<file path="src/hdl/bra_pkg.sv">
`timescale 1ns / 1ps
// ----------------------------------------------------------------------------
// bra_pkg: shared definitions for the block run bump allocator
// Field widths, reset values, status codes and register addresses.
// ----------------------------------------------------------------------------
package bra_pkg;

   // default sizing of the store and its start bitmap
   localparam int MAX_BLOCKS_DEF     = 2048;
   localparam int MARK_WORD_BITS_DEF = 32;

   // payload field widths
   localparam int KIND_W   = 1;
   localparam int SIZE_W   = 27;
   localparam int STORE_W  = 32;
   localparam int OFS_W    = 27;
   localparam int STATUS_W = 2;
   localparam int RSB_W    = 11;

   // block size register and its legal range
   localparam int BS_W = 17;
   localparam logic [BS_W-1:0] BS_MIN   = 17'd16;
   localparam logic [BS_W-1:0] BS_MAX   = 17'd65536;
   localparam logic [BS_W-1:0] BS_RESET = 17'd4096;

   // next free byte offset after reset
   localparam logic [BS_W-1:0] NEXT_FREE_RESET = 17'd8;

   // divider iteration count, one quotient bit per cycle
   localparam int DIV_STEPS = 27;
   localparam int DIV_CNT_W = 5;

   // request kinds
   localparam logic [KIND_W-1:0] KIND_ALLOC  = 1'b0;
   localparam logic [KIND_W-1:0] KIND_LOOKUP = 1'b1;

   // result status codes
   localparam logic [STATUS_W-1:0] ST_OK          = 2'd0;
   localparam logic [STATUS_W-1:0] ST_FULL        = 2'd1;
   localparam logic [STATUS_W-1:0] ST_WRONG_STORE = 2'd2;
   localparam logic [STATUS_W-1:0] ST_RANGE       = 2'd3;

   // register addresses
   localparam int PADDR_W = 3;
   localparam logic [PADDR_W-1:0] ADDR_BLOCK_SIZE = 3'h0;
   localparam logic [PADDR_W-1:0] ADDR_STORE_ID   = 3'h4;

endpackage

</file>
<file path="src/hdl/bra_req_if.sv">
`timescale 1ns / 1ps
// ----------------------------------------------------------------------------
// bra_req_if: request channel
// Valid/ready handshake carrying one allocate or lookup request.
// ----------------------------------------------------------------------------
interface bra_req_if;
   logic                           valid;
   logic                           ready;
   logic [bra_pkg::KIND_W-1:0]     kind;
   logic [bra_pkg::SIZE_W-1:0]     size;
   logic [bra_pkg::STORE_W-1:0]    query_store;
   logic [bra_pkg::OFS_W-1:0]      offset;

   modport source (output valid, kind, size, query_store, offset, input ready);
   modport sink (input valid, kind, size, query_store, offset, output ready);
endinterface

</file>
<file path="src/hdl/bra_rsp_if.sv">
`timescale 1ns / 1ps
// ----------------------------------------------------------------------------
// bra_rsp_if: result channel
// Valid/ready handshake carrying one result per request.
// ----------------------------------------------------------------------------
interface bra_rsp_if;
   logic                           valid;
   logic                           ready;
   logic [bra_pkg::STATUS_W-1:0]   status;
   logic [bra_pkg::OFS_W-1:0]      alloc_offset;
   logic [bra_pkg::RSB_W-1:0]      run_start_block;
   logic [bra_pkg::OFS_W-1:0]      offset_in_run;

   modport source (output valid, status, alloc_offset, run_start_block, offset_in_run,
                   input ready);
   modport sink (input valid, status, alloc_offset, run_start_block, offset_in_run,
                 output ready);
endinterface

</file>
<file path="src/hdl/bra_ram.sv">
`timescale 1ns / 1ps
// ----------------------------------------------------------------------------
// bra_ram: generic single port ram
// One read or write per cycle, registered read data.
// ----------------------------------------------------------------------------
module bra_ram #(
   parameter int WIDTH = 32,
   parameter int DEPTH = 64
) (
   input  logic                                   clock,
   input  logic                                   we,
   input  logic [(DEPTH > 1 ? $clog2(DEPTH) : 1)-1:0] addr,
   input  logic [WIDTH-1:0]                       wdata,
   output logic [WIDTH-1:0]                       rdata
);
   logic [WIDTH-1:0] mem [DEPTH];
   logic [WIDTH-1:0] rdata_ff;

   // write or registered read
   always_ff @(posedge clock) begin
      if (we) begin
         mem[addr] <= wdata;
      end
      rdata_ff <= mem[addr];
   end

   assign rdata = rdata_ff;
endmodule

</file>
<file path="src/hdl/block_run_bump_allocator_core.sv">
`timescale 1ns / 1ps
// An allocate that fits the top block passes check, multiply and finish; one that opens a
// run adds a 27-step division and the mark update; a lookup adds the division and a scan
// of the bitmap word by word; a wrong store ends at the check, full or out of range
// after the division. One request is in work at a time; allocates and lookups share the
// restoring divider. After reset a clearing pass writes every bitmap word before the first
// request is taken; configuration writes are taken throughout.
// ----------------------------------------------------------------------------
// block_run_bump_allocator_core: bump allocator over a store of fixed-size blocks
// Allocates byte offsets and finds the start block of the run holding an offset.
// ----------------------------------------------------------------------------
module block_run_bump_allocator_core #(
   parameter int MAX_BLOCKS     = bra_pkg::MAX_BLOCKS_DEF,
   parameter int MARK_WORD_BITS = bra_pkg::MARK_WORD_BITS_DEF
) (
   input  logic                          clock,
   input  logic                          reset,
   bra_req_if.sink                       req,
   bra_rsp_if.source                     rsp,
   input  logic                          psel,
   input  logic                          penable,
   input  logic                          pwrite,
   input  logic [bra_pkg::PADDR_W-1:0]   paddr,
   input  logic [31:0]                   pwdata,
   output logic [31:0]                   prdata,
   output logic                          pready
);
   localparam int BLK_W = $clog2(MAX_BLOCKS);
   localparam int WORDS = (MAX_BLOCKS + MARK_WORD_BITS - 1) / MARK_WORD_BITS;
   localparam int WA_W  = (WORDS > 1) ? $clog2(WORDS) : 1;
   localparam int BIT_W = $clog2(MARK_WORD_BITS);
   localparam int SZ_W  = bra_pkg::SIZE_W;
   localparam int BS_W  = bra_pkg::BS_W;
   localparam int PROD_W = BLK_W + BS_W;

   // sequencer states
   localparam logic [3:0] S_CLEAR     = 4'd0;
   localparam logic [3:0] S_IDLE      = 4'd1;
   localparam logic [3:0] S_CHECK     = 4'd2;
   localparam logic [3:0] S_DIV       = 4'd3;
   localparam logic [3:0] S_DIV_DONE  = 4'd4;
   localparam logic [3:0] S_SPLIT     = 4'd5;
   localparam logic [3:0] S_MARK_WAIT = 4'd6;
   localparam logic [3:0] S_MARK_WR   = 4'd7;
   localparam logic [3:0] S_SCAN_WAIT = 4'd8;
   localparam logic [3:0] S_SCAN      = 4'd9;
   localparam logic [3:0] S_MUL       = 4'd10;
   localparam logic [3:0] S_FIN       = 4'd11;

   logic [3:0] state_ff, state_in;

   // configuration registers
   logic [BS_W-1:0]             bs_reg_ff;
   logic [bra_pkg::STORE_W-1:0] store_id_ff;
   logic [BS_W-1:0]             bs;

   // allocator state
   logic [BLK_W-1:0] top_ff;
   logic [BS_W-1:0]  next_free_ff;

   // latched request
   logic [bra_pkg::KIND_W-1:0]  kind_ff;
   logic [SZ_W-1:0]             size_ff;
   logic [bra_pkg::STORE_W-1:0] qstore_ff;
   logic [bra_pkg::OFS_W-1:0]   offset_ff;

   // working registers
   logic                          fit_ff;
   logic [bra_pkg::STATUS_W-1:0]  status_ff;
   logic [SZ_W-1:0]               dvd_ff;
   logic [BS_W-1:0]               rem_ff;
   logic [BS_W-1:0]               dsr_ff;
   logic [bra_pkg::DIV_CNT_W-1:0] cnt_ff;
   logic [BLK_W-1:0]              newtop_ff;
   logic [BS_W-1:0]               bytes_ff;
   logic [BLK_W-1:0]              blk_ff;
   logic [WA_W-1:0]               word_ff;
   logic [BIT_W-1:0]              pos_ff;
   logic [BLK_W-1:0]              mul_a_ff;
   logic [PROD_W-1:0]             prod_ff;
   logic [WA_W-1:0]               clr_ff;

   // result registers
   logic                          rsp_valid_ff;
   logic [bra_pkg::STATUS_W-1:0]  rsp_status_ff;
   logic [bra_pkg::OFS_W-1:0]     rsp_aoff_ff;
   logic [bra_pkg::RSB_W-1:0]     rsp_rsb_ff;
   logic [bra_pkg::OFS_W-1:0]     rsp_inrun_ff;

   // bitmap memory port
   logic                      ram_we;
   logic [WA_W-1:0]           ram_addr;
   logic [MARK_WORD_BITS-1:0] ram_wdata;
   logic [MARK_WORD_BITS-1:0] ram_rdata;

   // combinational helpers
   logic [BS_W:0]             div_trial;
   logic                      div_ge;
   logic [SZ_W:0]             fit_sum;
   logic [SZ_W:0]             newtop_sum;
   logic [MARK_WORD_BITS-1:0] masked;
   logic                      found;
   logic [BIT_W-1:0]          hbit;
   logic [BLK_W-1:0]          found_blk;
   logic                      cfg_wr;
   logic                      out_free;

   // effective block size, clamped to the legal range
   always_comb begin
      if (bs_reg_ff < bra_pkg::BS_MIN) begin
         bs = bra_pkg::BS_MIN;
      end else if (bs_reg_ff > bra_pkg::BS_MAX) begin
         bs = bra_pkg::BS_MAX;
      end else begin
         bs = bs_reg_ff;
      end
   end

   // configuration port
   assign pready = 1'b1;
   assign cfg_wr = psel && penable && pwrite;

   always_comb begin
      unique case (paddr)
         bra_pkg::ADDR_BLOCK_SIZE: prdata = 32'(bs_reg_ff);
         bra_pkg::ADDR_STORE_ID:   prdata = store_id_ff;
         default:                  prdata = 32'd0;
      endcase
   end

   always_ff @(posedge clock) begin
      if (reset) begin
         bs_reg_ff   <= bra_pkg::BS_RESET;
         store_id_ff <= '0;
      end else if (cfg_wr) begin
         unique case (paddr)
            bra_pkg::ADDR_BLOCK_SIZE: bs_reg_ff   <= pwdata[BS_W-1:0];
            bra_pkg::ADDR_STORE_ID:   store_id_ff <= pwdata;
            default: ;
         endcase
      end
   end

   // divider step: shift in one dividend bit, subtract when it fits
   assign div_trial = {rem_ff, dvd_ff[SZ_W-1]};
   assign div_ge    = div_trial >= {1'b0, dsr_ff};

   // fit test and new top block
   assign fit_sum    = (SZ_W+1)'(size_ff) + (SZ_W+1)'(next_free_ff);
   assign newtop_sum = (SZ_W+1)'(top_ff) + (SZ_W+1)'(1) + (SZ_W+1)'(dvd_ff);

   // highest marked bit at or below the scan position
   always_comb begin
      hbit = '0;
      for (int i = 0; i < MARK_WORD_BITS; i++) begin
         masked[i] = ram_rdata[i] && (BIT_W'(i) <= pos_ff);
      end
      for (int i = 0; i < MARK_WORD_BITS; i++) begin
         if (masked[i]) begin
            hbit = BIT_W'(i);
         end
      end
      found = |masked;
   end
   assign found_blk = blk_ff - BLK_W'(pos_ff) + BLK_W'(hbit);

   // bitmap memory access
   always_comb begin
      ram_we    = 1'b0;
      ram_addr  = word_ff;
      ram_wdata = ram_rdata | (MARK_WORD_BITS'(1) << pos_ff);
      if (state_ff == S_CLEAR) begin
         ram_we    = 1'b1;
         ram_addr  = clr_ff;
         ram_wdata = (clr_ff == '0) ? MARK_WORD_BITS'(1) : '0;
      end else if (state_ff == S_MARK_WR) begin
         ram_we = 1'b1;
      end
   end

   bra_ram #(
      .WIDTH (MARK_WORD_BITS),
      .DEPTH (WORDS)
   ) u_marks (
      .clock (clock),
      .we    (ram_we),
      .addr  (ram_addr),
      .wdata (ram_wdata),
      .rdata (ram_rdata)
   );

   assign out_free  = !rsp_valid_ff || rsp.ready;
   assign req.ready = (state_ff == S_IDLE);

   // sequencer next state
   always_comb begin
      state_in = state_ff;
      unique case (state_ff)
         S_CLEAR:     if (clr_ff == WA_W'(WORDS - 1)) state_in = S_IDLE;
         S_IDLE:      if (req.valid) state_in = S_CHECK;
         S_CHECK: begin
            if (kind_ff == bra_pkg::KIND_ALLOC) begin
               state_in = (fit_sum < (SZ_W+1)'(bs)) ? S_MUL : S_DIV;
            end else begin
               state_in = (qstore_ff != store_id_ff) ? S_FIN : S_DIV;
            end
         end
         S_DIV: begin
            if (cnt_ff == bra_pkg::DIV_CNT_W'(bra_pkg::DIV_STEPS - 1)) begin
               state_in = S_DIV_DONE;
            end
         end
         S_DIV_DONE: begin
            if (kind_ff == bra_pkg::KIND_ALLOC) begin
               state_in = (newtop_sum + (SZ_W+1)'(1) >= (SZ_W+1)'(MAX_BLOCKS)) ?
                          S_FIN : S_SPLIT;
            end else begin
               state_in = (dvd_ff >= SZ_W'(MAX_BLOCKS)) ? S_FIN : S_SPLIT;
            end
         end
         S_SPLIT: begin
            state_in = (kind_ff == bra_pkg::KIND_ALLOC) ? S_MARK_WAIT : S_SCAN_WAIT;
         end
         S_MARK_WAIT: state_in = S_MARK_WR;
         S_MARK_WR:   state_in = S_MUL;
         S_SCAN_WAIT: state_in = S_SCAN;
         S_SCAN:      state_in = found ? S_MUL : S_SCAN_WAIT;
         S_MUL:       state_in = S_FIN;
         S_FIN:       if (out_free) state_in = S_IDLE;
         default:     state_in = S_IDLE;
      endcase
   end

   // control registers
   always_ff @(posedge clock) begin
      if (reset) begin
         state_ff     <= S_CLEAR;
         clr_ff       <= '0;
         top_ff       <= '0;
         next_free_ff <= bra_pkg::NEXT_FREE_RESET;
         rsp_valid_ff <= 1'b0;
      end else begin
         state_ff <= state_in;
         if (state_ff == S_CLEAR) begin
            clr_ff <= clr_ff + WA_W'(1);
         end
         // result valid: load on finish, drop when taken
         if (state_ff == S_FIN && out_free) begin
            rsp_valid_ff <= 1'b1;
         end else if (rsp_valid_ff && rsp.ready) begin
            rsp_valid_ff <= 1'b0;
         end
         if (state_ff == S_FIN && out_free) begin
            if (status_ff == bra_pkg::ST_OK && kind_ff == bra_pkg::KIND_ALLOC) begin
               if (fit_ff) begin
                  next_free_ff <= next_free_ff + BS_W'(size_ff);
               end else begin
                  top_ff       <= newtop_ff;
                  next_free_ff <= bytes_ff;
               end
            end
         end
      end
   end

   // datapath registers
   always_ff @(posedge clock) begin
      unique case (state_ff)
         S_IDLE: begin
            kind_ff   <= req.kind;
            size_ff   <= req.size;
            qstore_ff <= req.query_store;
            offset_ff <= req.offset;
            status_ff <= bra_pkg::ST_OK;
            fit_ff    <= 1'b0;
         end
         S_CHECK: begin
            dsr_ff  <= bs;
            rem_ff  <= '0;
            cnt_ff  <= '0;
            dvd_ff  <= (kind_ff == bra_pkg::KIND_ALLOC) ? size_ff : offset_ff;
            mul_a_ff <= top_ff;
            if (kind_ff == bra_pkg::KIND_ALLOC) begin
               fit_ff <= fit_sum < (SZ_W+1)'(bs);
            end else if (qstore_ff != store_id_ff) begin
               status_ff <= bra_pkg::ST_WRONG_STORE;
            end
         end
         S_DIV: begin
            cnt_ff <= cnt_ff + bra_pkg::DIV_CNT_W'(1);
            dvd_ff <= {dvd_ff[SZ_W-2:0], div_ge};
            rem_ff <= div_ge ? BS_W'(div_trial - {1'b0, dsr_ff}) : BS_W'(div_trial);
         end
         S_DIV_DONE: begin
            if (kind_ff == bra_pkg::KIND_ALLOC) begin
               newtop_ff <= BLK_W'(newtop_sum);
               bytes_ff  <= rem_ff;
               blk_ff    <= top_ff + BLK_W'(1);
               if (newtop_sum + (SZ_W+1)'(1) >= (SZ_W+1)'(MAX_BLOCKS)) begin
                  status_ff <= bra_pkg::ST_FULL;
               end
            end else begin
               blk_ff <= BLK_W'(dvd_ff);
               if (dvd_ff >= SZ_W'(MAX_BLOCKS)) begin
                  status_ff <= bra_pkg::ST_RANGE;
               end
            end
         end
         S_SPLIT: begin
            // word and bit of the block; the word width is a power of two
            word_ff  <= WA_W'(blk_ff >> BIT_W);
            pos_ff   <= BIT_W'(blk_ff);
            mul_a_ff <= blk_ff;
         end
         S_SCAN: begin
            if (found) begin
               blk_ff   <= found_blk;
               mul_a_ff <= found_blk;
            end else begin
               // step to the previous word, top bit
               blk_ff  <= blk_ff - BLK_W'(pos_ff) - BLK_W'(1);
               word_ff <= word_ff - WA_W'(1);
               pos_ff  <= BIT_W'(MARK_WORD_BITS - 1);
            end
         end
         S_MUL: begin
            prod_ff <= PROD_W'(mul_a_ff) * PROD_W'(bs);
         end
         S_FIN: begin
            if (out_free) begin
               rsp_status_ff <= status_ff;
               rsp_aoff_ff   <= '0;
               rsp_rsb_ff    <= '0;
               rsp_inrun_ff  <= '0;
               if (status_ff == bra_pkg::ST_OK) begin
                  if (kind_ff == bra_pkg::KIND_ALLOC) begin
                     rsp_aoff_ff <= fit_ff ?
                        bra_pkg::OFS_W'(prod_ff + PROD_W'(next_free_ff)) :
                        bra_pkg::OFS_W'(prod_ff);
                  end else begin
                     rsp_rsb_ff   <= bra_pkg::RSB_W'(blk_ff);
                     rsp_inrun_ff <= offset_ff - bra_pkg::OFS_W'(prod_ff);
                  end
               end
            end
         end
         default: ;
      endcase
   end

   // result channel
   assign rsp.valid           = rsp_valid_ff;
   assign rsp.status          = rsp_status_ff;
   assign rsp.alloc_offset    = rsp_aoff_ff;
   assign rsp.run_start_block = rsp_rsb_ff;
   assign rsp.offset_in_run   = rsp_inrun_ff;
endmodule

</file>
<file path="src/flat_wrapper.sv">
// flat-port wrapper written by rule: the top's interface ports become plain ports
module block_run_bump_allocator_core_flat 
#(
   parameter int MAX_BLOCKS     = bra_pkg::MAX_BLOCKS_DEF,
   parameter int MARK_WORD_BITS = bra_pkg::MARK_WORD_BITS_DEF
)
  (clock, reset, psel, penable, pwrite, paddr, pwdata, prdata, pready, req_valid, req_kind, req_size, req_query_store, req_offset, req_ready, rsp_valid, rsp_status, rsp_alloc_offset, rsp_run_start_block, rsp_offset_in_run, rsp_ready);
  bra_req_if req_i ();
  bra_rsp_if rsp_i ();
  input  logic clock;
  input  logic reset;
  input  logic psel;
  input  logic penable;
  input  logic pwrite;
  input  logic [bra_pkg::PADDR_W-1:0] paddr;
  input  logic [31:0] pwdata;
  output logic [31:0] prdata;
  output logic pready;
  input wire logic [$bits(req_i.valid)-1:0] req_valid;
  input wire logic [$bits(req_i.kind)-1:0] req_kind;
  input wire logic [$bits(req_i.size)-1:0] req_size;
  input wire logic [$bits(req_i.query_store)-1:0] req_query_store;
  input wire logic [$bits(req_i.offset)-1:0] req_offset;
  output wire logic [$bits(req_i.ready)-1:0] req_ready;
  output wire logic [$bits(rsp_i.valid)-1:0] rsp_valid;
  output wire logic [$bits(rsp_i.status)-1:0] rsp_status;
  output wire logic [$bits(rsp_i.alloc_offset)-1:0] rsp_alloc_offset;
  output wire logic [$bits(rsp_i.run_start_block)-1:0] rsp_run_start_block;
  output wire logic [$bits(rsp_i.offset_in_run)-1:0] rsp_offset_in_run;
  input wire logic [$bits(rsp_i.ready)-1:0] rsp_ready;
  assign req_i.valid = req_valid;
  assign req_i.kind = req_kind;
  assign req_i.size = req_size;
  assign req_i.query_store = req_query_store;
  assign req_i.offset = req_offset;
  assign req_ready = req_i.ready;
  assign rsp_valid = rsp_i.valid;
  assign rsp_status = rsp_i.status;
  assign rsp_alloc_offset = rsp_i.alloc_offset;
  assign rsp_run_start_block = rsp_i.run_start_block;
  assign rsp_offset_in_run = rsp_i.offset_in_run;
  assign rsp_i.ready = rsp_ready;
  block_run_bump_allocator_core #(.MAX_BLOCKS(MAX_BLOCKS), .MARK_WORD_BITS(MARK_WORD_BITS)) u_core (.clock(clock), .reset(reset), .req(req_i), .rsp(rsp_i), .psel(psel), .penable(penable), .pwrite(pwrite), .paddr(paddr), .pwdata(pwdata), .prdata(prdata), .pready(pready));
endmodule
</file>
<file path="config.mk">
export PLATFORM = sky130hd
export DESIGN_NAME = block_run_bump_allocator_core_flat
export DESIGN_NICKNAME = d
export VERILOG_FILES = /design/src/hdl/bra_pkg.sv /design/src/hdl/bra_req_if.sv /design/src/hdl/bra_rsp_if.sv /design/src/hdl/bra_ram.sv /design/src/hdl/block_run_bump_allocator_core.sv /design/src/flat_wrapper.sv
export SDC_FILE = /design/constraint.sdc
export NUM_CORES = 2
export LEC_CHECK = 0
export BUFFER_PORTS_ARGS = -buffer_cell sky130_fd_sc_hd__buf_2
export CAP_MARGIN = 20
export CORE_UTILIZATION = 42
export DETAILED_ROUTE_END_ITERATION = 6
export SETUP_SLACK_MARGIN = 0.02
export SYNTH_ARGS = -nofsm -noshare
export SYNTH_HDL_FRONTEND = slang
export SYNTH_SLANG_ARGS = --single-unit
</file>
<file path="constraint.sdc">
create_clock -name clock -period 9.1 [get_ports clock]
set_input_delay 0.91 -clock clock [delete_from_list [all_inputs] [get_ports clock]]
set_output_delay 0.91 -clock clock [all_outputs]
set_load 0.03 [all_outputs]
</file>
After elaboration in Yosys (flattened, before gate mapping)
Memories as Yosys holds them, arrays and structs flattened. A register that Yosys moved wholly into a read port is not among the register bits.
Cells that the tools add are included.
{"block": "word_totals", "mem_bits_ro": 0, "out_inout_bits": 102, "n_memories": 1, "mem_bits_rw": 2048, "inputBits": 129, "wordCells": 258, "reg_bits": 399, "latch_bits": 0}
{"name": "u_core.u_marks.mem", "depth": 64, "word_bits": 32, "read_ports": 1, "rd_ports_with_merged_regs": 1, "write_ports": 1, "line_no": "bra_ram.sv:16", "text": "logic [WIDTH-1:0] mem [DEPTH];"}
{"block": "op_classes", "magnitude_cmp": 38, "n_reduce_logical": 64, "bitwise_logic": 4, "n_mux": 80, "shifts": 1, "multipliers": 1, "eq_ne": 26, "n_addsub": 15, "div": 0}
{"op": "two-way mux 5 bit", "n": 17}
{"op": "less-or-equal comparator 5 bit, first input constant", "n": 16}
{"op": "two-way mux 4 bit", "n": 19}
{"op": "two-way mux 17 bit", "n": 4}
{"op": "one-hot mux 32 bit (2 select lines)", "n": 1}
{"op": "two-way mux 27 bit", "n": 2}
{"op": "one-hot mux 27 bit (2 select lines)", "n": 1}
{"op": "one-hot mux 4 bit (12 select lines)", "n": 1}
{"op": "less-or-equal comparator 4 x 5 -> 1 bit, first input constant", "n": 8}
{"op": "logical AND 1 bit", "n": 37}
{"op": "one-hot mux 17 bit (2 select lines)", "n": 1}
{"op": "two-way mux 11 bit", "n": 3}
{"op": "one-hot mux 11 bit (3 select lines)", "n": 1}
{"op": "two-way mux 32 bit", "n": 1}
{"op": "inequality test 32 bit", "n": 1}
{"op": "OR 32 bit", "n": 1}
{"op": "OR reduction 32 bit", "n": 1}
{"op": "<< shifter 1 x 5 -> 32 bit, first input constant", "n": 1}
{"op": "adder 27 x 17 -> 28 bit", "n": 1}
{"op": "adder 28 x 1 -> 28 bit, second input constant", "n": 1}
{"op": "adder 28 x 27 -> 28 bit", "n": 1}
{"op": ">= comparator 28 x 12 -> 1 bit, second input constant", "n": 1}
{"op": "less-than comparator 28 x 17 -> 1 bit", "n": 1}
{"op": "adder 27 x 17 -> 27 bit", "n": 1}
{"op": "other kinds (53)", "n": 107}

Logic depth before layout (Yosys ltp)
{"block": "logic_depth", "word_depth": 36, "depth_mapped": 29, "ltp_nobuf": 28}

By module
Synthesis repeated with hierarchy kept, for this count alone.
{"block": "unflattened", "cells_unflattened": 7367, "hier_area_um2": 108366.4}
{"module": "bra_ram", "cells_each": 4239, "instances": 1, "seq_area_each_um2": 62139.6, "area_each_um2": 78928.2}
{"module": "block_run_bump_allocator_core", "cells_each": 3128, "instances": 1, "seq_area_each_um2": 11100.6, "area_each_um2": 29438.2}

Least setup slack after synthesis
No wires, ideal clock.
{"block": "synth_path", "path_kind": "register to register", "start": "register u_core.state_ff[0]", "end": "register u_core.fit_ff (enable)", "path_buffers": 3, "setup_time_ns": 0.326, "period_less_slack_ns": 8.526, "path_stages_with_launch": 7, "arrival_time_ns": 8.199, "required_ns": 8.774, "setup_slack_ns": 0.574, "path_cell_list": "dfxtp_1 -> clkbuf_1 -> nand2b_1 -> clkbuf_1 -> clkbuf_1 -> nor3_1 -> o21bai_1"}
{"block": "synth_between", "elab_chain_len": 3, "elab_cells_between_ends": 5, "cone_classes": "eq/ne (3); reduce/logical (2)"}
{"item": "start, declared", "line_no": "block_run_bump_allocator_core.sv:50", "text": "logic [3:0] state_ff, state_in;"}
{"item": "start signal, assigned", "line_no": "block_run_bump_allocator_core.sv:243", "text": "state_ff <= state_in;"}
{"item": "== test 4 x 1 -> 1 bit"}
{"item": "via req_ready", "line_no": "flat_wrapper.sv:24", "text": "output wire logic [$bits(req_i.ready)-1:0] req_ready;"}
{"item": "nonzero test 2 bit (no line)"}
{"item": "AND reduction 2 bit (no line)"}
{"item": "end signal, assigned", "line_no": "block_run_bump_allocator_core.sv:284", "text": "fit_ff <= fit_sum < (SZ_W+1)'(bs);"}
{"item": "end, declared", "line_no": "block_run_bump_allocator_core.sv:68", "text": "logic fit_ff;"}
The timed path passes the listed nets, and every way through them passes these cells.
A chain may end at the register's enable or synchronous reset.

Worst setup path in the final report
{"block": "layout_path", "start": "register u_core.bs_reg_ff[11]", "end": "register u_core.prod_ff[26] (data pin)"}
{"block": "layout_between", "elab_chain_len": 4, "elab_cells_between_ends": 5, "cone_classes": "mul (1); order compare (2); mux (2)"}
{"item": "start, declared", "line_no": "block_run_bump_allocator_core.sv:53", "text": "logic [BS_W-1:0] bs_reg_ff;"}
{"item": "start signal, assigned", "line_no": "block_run_bump_allocator_core.sv:133", "text": "bs_reg_ff <= bra_pkg::BS_RESET;"}
{"item": "start signal, assigned", "line_no": "block_run_bump_allocator_core.sv:137", "text": "bra_pkg::ADDR_BLOCK_SIZE: bs_reg_ff <= pwdata[BS_W-1:0];"}
{"item": "> comparator 17 bit", "line_no": "block_run_bump_allocator_core.sv:112", "text": "end else if (bs_reg_ff > bra_pkg::BS_MAX) begin"}
{"item": "two-way mux 17 bit", "line_no": "block_run_bump_allocator_core.sv:112"}
{"item": "two-way mux 17 bit (*)", "line_no": "block_run_bump_allocator_core.sv:110", "text": "if (bs_reg_ff < bra_pkg::BS_MIN) begin"}
{"item": "via u_core.bs[8]", "line_no": "block_run_bump_allocator_core.sv:55", "text": "logic [BS_W-1:0] bs;"}
{"item": "multiplier 11 x 17 -> 27 bit (*)", "line_no": "block_run_bump_allocator_core.sv:327", "text": "prod_ff <= PROD_W'(mul_a_ff) * PROD_W'(bs);"}
{"item": "end signal, assigned", "line_no": "block_run_bump_allocator_core.sv:327"}
{"item": "end, declared", "line_no": "block_run_bump_allocator_core.sv:80", "text": "logic [PROD_W-1:0] prod_ff;"}
The timed path passes the listed nets; every way through them passes the cells marked *.

==> flow_metrics.tcl <==
set metrics [dict create \
    outcome "finished, violations left" \
    violations "DRC" \
    setup_viol 0 \
    clk_latency_ps 960 \
    portBuffers 229 \
    cts_tree "yes" \
    power_density_nw_per_um2 202 \
    cts_max_level 5 \
    synth_compound_area_frac 0.126 \
    fmax_mhz 119 \
    period_share 0.924 \
    synth_fp_nets 7820 \
    synth_cell_types 95 \
    area_growth_pct 14.4 \
    cts_num_sinks 2479 \
    leakagePower_nw 41.5 \
    routed_via_density 6.04 \
    utilization 0.486 \
    r2r_slack_ps 700 \
    relSlewSlack 0.132 \
    dp.final_hpwl_um 207000 \
    seq_area_frac_synth 0.699 \
    cp-start-kind "flop" \
    synth-xor-area-share 0.0146 \
    layout_commonest_cell "edfxtp_1" \
    finalClockSkew_ps 88.8 \
    drive_gt1_frac 0.126 \
    required_ps 9710 \
    mostFrequentLayoutCells "edfxtp_1, nand2_1, a21oi_1" \
    criticalPathCategory "flop to flop" \
    io_pins 231 \
    tightest_slew_ps 1290 \
    hold_viol 0 \
    drc 1 \
    cts_root_buf "clkbuf_16" \
    place_ws_ps 720 \
    reg2reg_from "u_core.bs_reg_ff[11]$_SDFFE_PP0P_" \
    cts.path.max_buffers 4 \
    core_um2 247000 \
    final.setup.worst_slack_ps 696 \
    holdBufCountCts 0 \
    worstPathArrival_ps 9010 \
    start_util 0.424 \
    numCtsBuffers 282 \
    dr.first_iter.drc_count 8263 \
    wl_um 337000 \
    synth-seq-cells 2479 \
    grt_pass1_vias 65200 \
    ys_warn_count 0 \
    syn_inst 7366 \
    worstHoldStart "req_offset[19]" \
    final_antenna_net_count 0 \
    synth_largest_area_cell "edfxtp_1" \
    whs_ps 193 \
    synth_edf_count 2359 \
    first_pass_iters 7 \
    hp-class "primary input to flop" \
    post_cts_buffers 0 \
    maxCapViolCount 0 \
    synthAdderAreaFrac 0.0490 \
    ys.flop_type "edfxtp_1" \
    yosys.area_share.simple 0.0716 \
    grt_pass1_wl_um 477000 \
    tns_ps 0 \
    synth_area_leaders "edfxtp_1, a22oi_1, nand2_1, fa_1, dfxtp_1" \
    synth_top_family_by_area "compound AO/OA/AOI/OAI gates" \
    maxSlewViolCount 0 \
    cts_resized 0 \
    crit_path_max_fanout 30 \
    design.die.area_um2 251000 \
    max-vdd-ir-drop_v 0.000207 \
    nNetsFinal 8149 \
    syn_area_per_cell_um2 14.2 \
    reg2reg_depth 26 \
    overflow 0 \
    dr_total_vias 67800 \
    hold_path_end "u_core.offset_ff[19]$_DFFE_PP_" \
    dieWidth_um 501 \
    grt_max_degree 96 \
    place_congestion 0.931 \
    synth_area_um2 105000 \
    min_period_ps 8400 \
    power.total_mw 24.2 \
    antenna_found_initial 20 \
    whs_path_depth 1 \
    die_h_um 501 \
    path_clk_slew_ps 60 \
    wl_per_cell_um 30.0 \
    rsz0062_at_grt "no" \
    endpoint_kind "flop" \
    grt_util_all_layers 0.264 \
    synth_top_area_frac 0.676 \
    critPathLaunch "u_core.bs_reg_ff[11]$_SDFFE_PP0P_" \
    r2r-end "u_core.prod_ff[26]$_DFFE_PP_" \
    synth_mux_area_frac 0.0148 \
    async_flop_share 0 \
    num_rows 182 \
]
-- state kept, by name, summed over array words and instances, names as in the netlist, 5 cells and up --
signal / flops
u_core.next_free_ff: 17
u_core.word_ff: 6
u_core.blk_ff: 11
u_core.cnt_ff: 5
u_core.prod_ff: 27
u_core.rem_ff: 17
u_core.newtop_ff: 11
u_core.mul_a_ff: 11
u_core.bytes_ff: 17
u_core.bs_reg_ff: 17
u_core.dsr_ff: 17
u_core.dvd_ff: 27
u_core.rsp.run_start_block: 11
u_core.u_marks.mem: 2048
u_core.rsp.alloc_offset: 27
u_core.top_ff: 11
u_core.qstore_ff: 32
u_core.clr_ff: 6
u_core.offset_ff: 27
u_core.size_ff: 27
u_core.u_marks.rdata: 32
u_core.rsp.offset_in_run: 27
u_core.store_id_ff: 32
u_core.pos_ff: 5
-- per-layer routing --
layer  GRT usage  vias to the layer above  wire length (um)  part of all wire
li1            -                    29200                 -                 -
met1       0.345                    34300            131000              0.39
met2       0.422                     3612            157000              0.46
met3      0.0534                      678             31700             0.094
met4       0.124                        6             17600             0.052
met5           0                        -                39           0.00012
-- worst max-delay path: stages, from the launching register on --
cell	delay, ps
dfxtp_1	390
nor4_1	670
nand3_1	230
o21ai_2	330
buf_4	320
nand2_1	120
clkinv_1	260
nand2_1	130
fa_1	540
fa_1	510
inv_1	50
fa_1	530
inv_1	50
fa_1	460
fa_1	500
inv_1	50
ha_1	210
a2111oi_2	430
a21boi_0	340
o21ai_0	220
o21a_1	210
nor2_1	200
o21ai_0	210
or4_1	490
a311oi_1	390
a21oi_1	140
xnor2_1	150
-- power by group --
part,internal [mW],switching (mW),total [mW]
sequential,12.4,0.0705,12.5
combinational,0.316,0.804,1.12
clock,6.16,4.45,10.6
total,18.9,5.33,24.2
-- metrics by stage --
step,instances,area (um2)
6_report,11200,120000
3_5_place_dp,10700,111000
4_1_cts,11200,120000
5_1_grt,11200,120000
2_1_floorplan,7366,105000
3_3_place_gp,10700,111000
-- cells by family after synthesis --
family,after synthesis
DFF,2479
adders and majority gates,326
xor gates and xnor gates,175
buffers and inverters,673
AOI/OAI and AO/OA,1904
muxes,154
and+or+nand+nor,1654
other,1
-- worst max-delay path by stage --
stage                                   endpoint  slack [ps]
floorplan                u_core.fit_ff$_DFFE_PP_         570
global placement    u_core.prod_ff[26]$_DFFE_PP_         740
detailed placement  u_core.prod_ff[26]$_DFFE_PP_         720
CTS                 u_core.prod_ff[26]$_DFFE_PP_         660
global route        u_core.prod_ff[26]$_DFFE_PP_          70
finish              u_core.prod_ff[26]$_DFFE_PP_         700
-- final cells by class --
cell class	instances	area (um2)
clock inverter	119	941
antenna	8	20.0
tap	3312	4140
timing repair buffer	470	3190
inverter	248	931
clock buffer	366	7500
multi-input combinational	4214	29900
sequential	2479	73200
fill	21200	127000
-- synth_stat cells (13+ instances only) --
| library cell | number |
|---|---|
| a22oi_1 | 386 |
| nor2b_1 | 25 |
| and3_1 | 81 |
| nor2_1 | 332 |
| clkbuf_1 | 328 |
| xnor2_1 | 98 |
| fa_1 | 140 |
| o21bai_1 | 13 |
| o2111ai_1 | 17 |
| ha_1 | 185 |
| and2_1 | 53 |
| nand2b_1 | 30 |
| nor4_1 | 33 |
| o21ai_1 | 17 |
| a222oi_1 | 67 |
| a221oi_1 | 176 |
| xor2_1 | 77 |
| a31oi_1 | 126 |
| or4_1 | 13 |
| or3_1 | 23 |
| inv_1 | 238 |
| nand3_1 | 136 |
| nand2_1 | 750 |
| buf_1 | 63 |
| a211oi_1 | 39 |
| o211ai_1 | 79 |
| nand4_1 | 57 |
| a21o_1 | 49 |
| buf_2 | 30 |
| nor3_1 | 70 |
| mux2i_1 | 151 |
| o21ai_0 | 202 |
| dfxtp_1 | 120 |
| a21oi_1 | 455 |
| o21a_1 | 28 |
| edfxtp_1 | 2359 |
| a22o_1 | 130 |
| o22ai_1 | 19 |
Note: power is estimated with default switching activity, not from simulation.
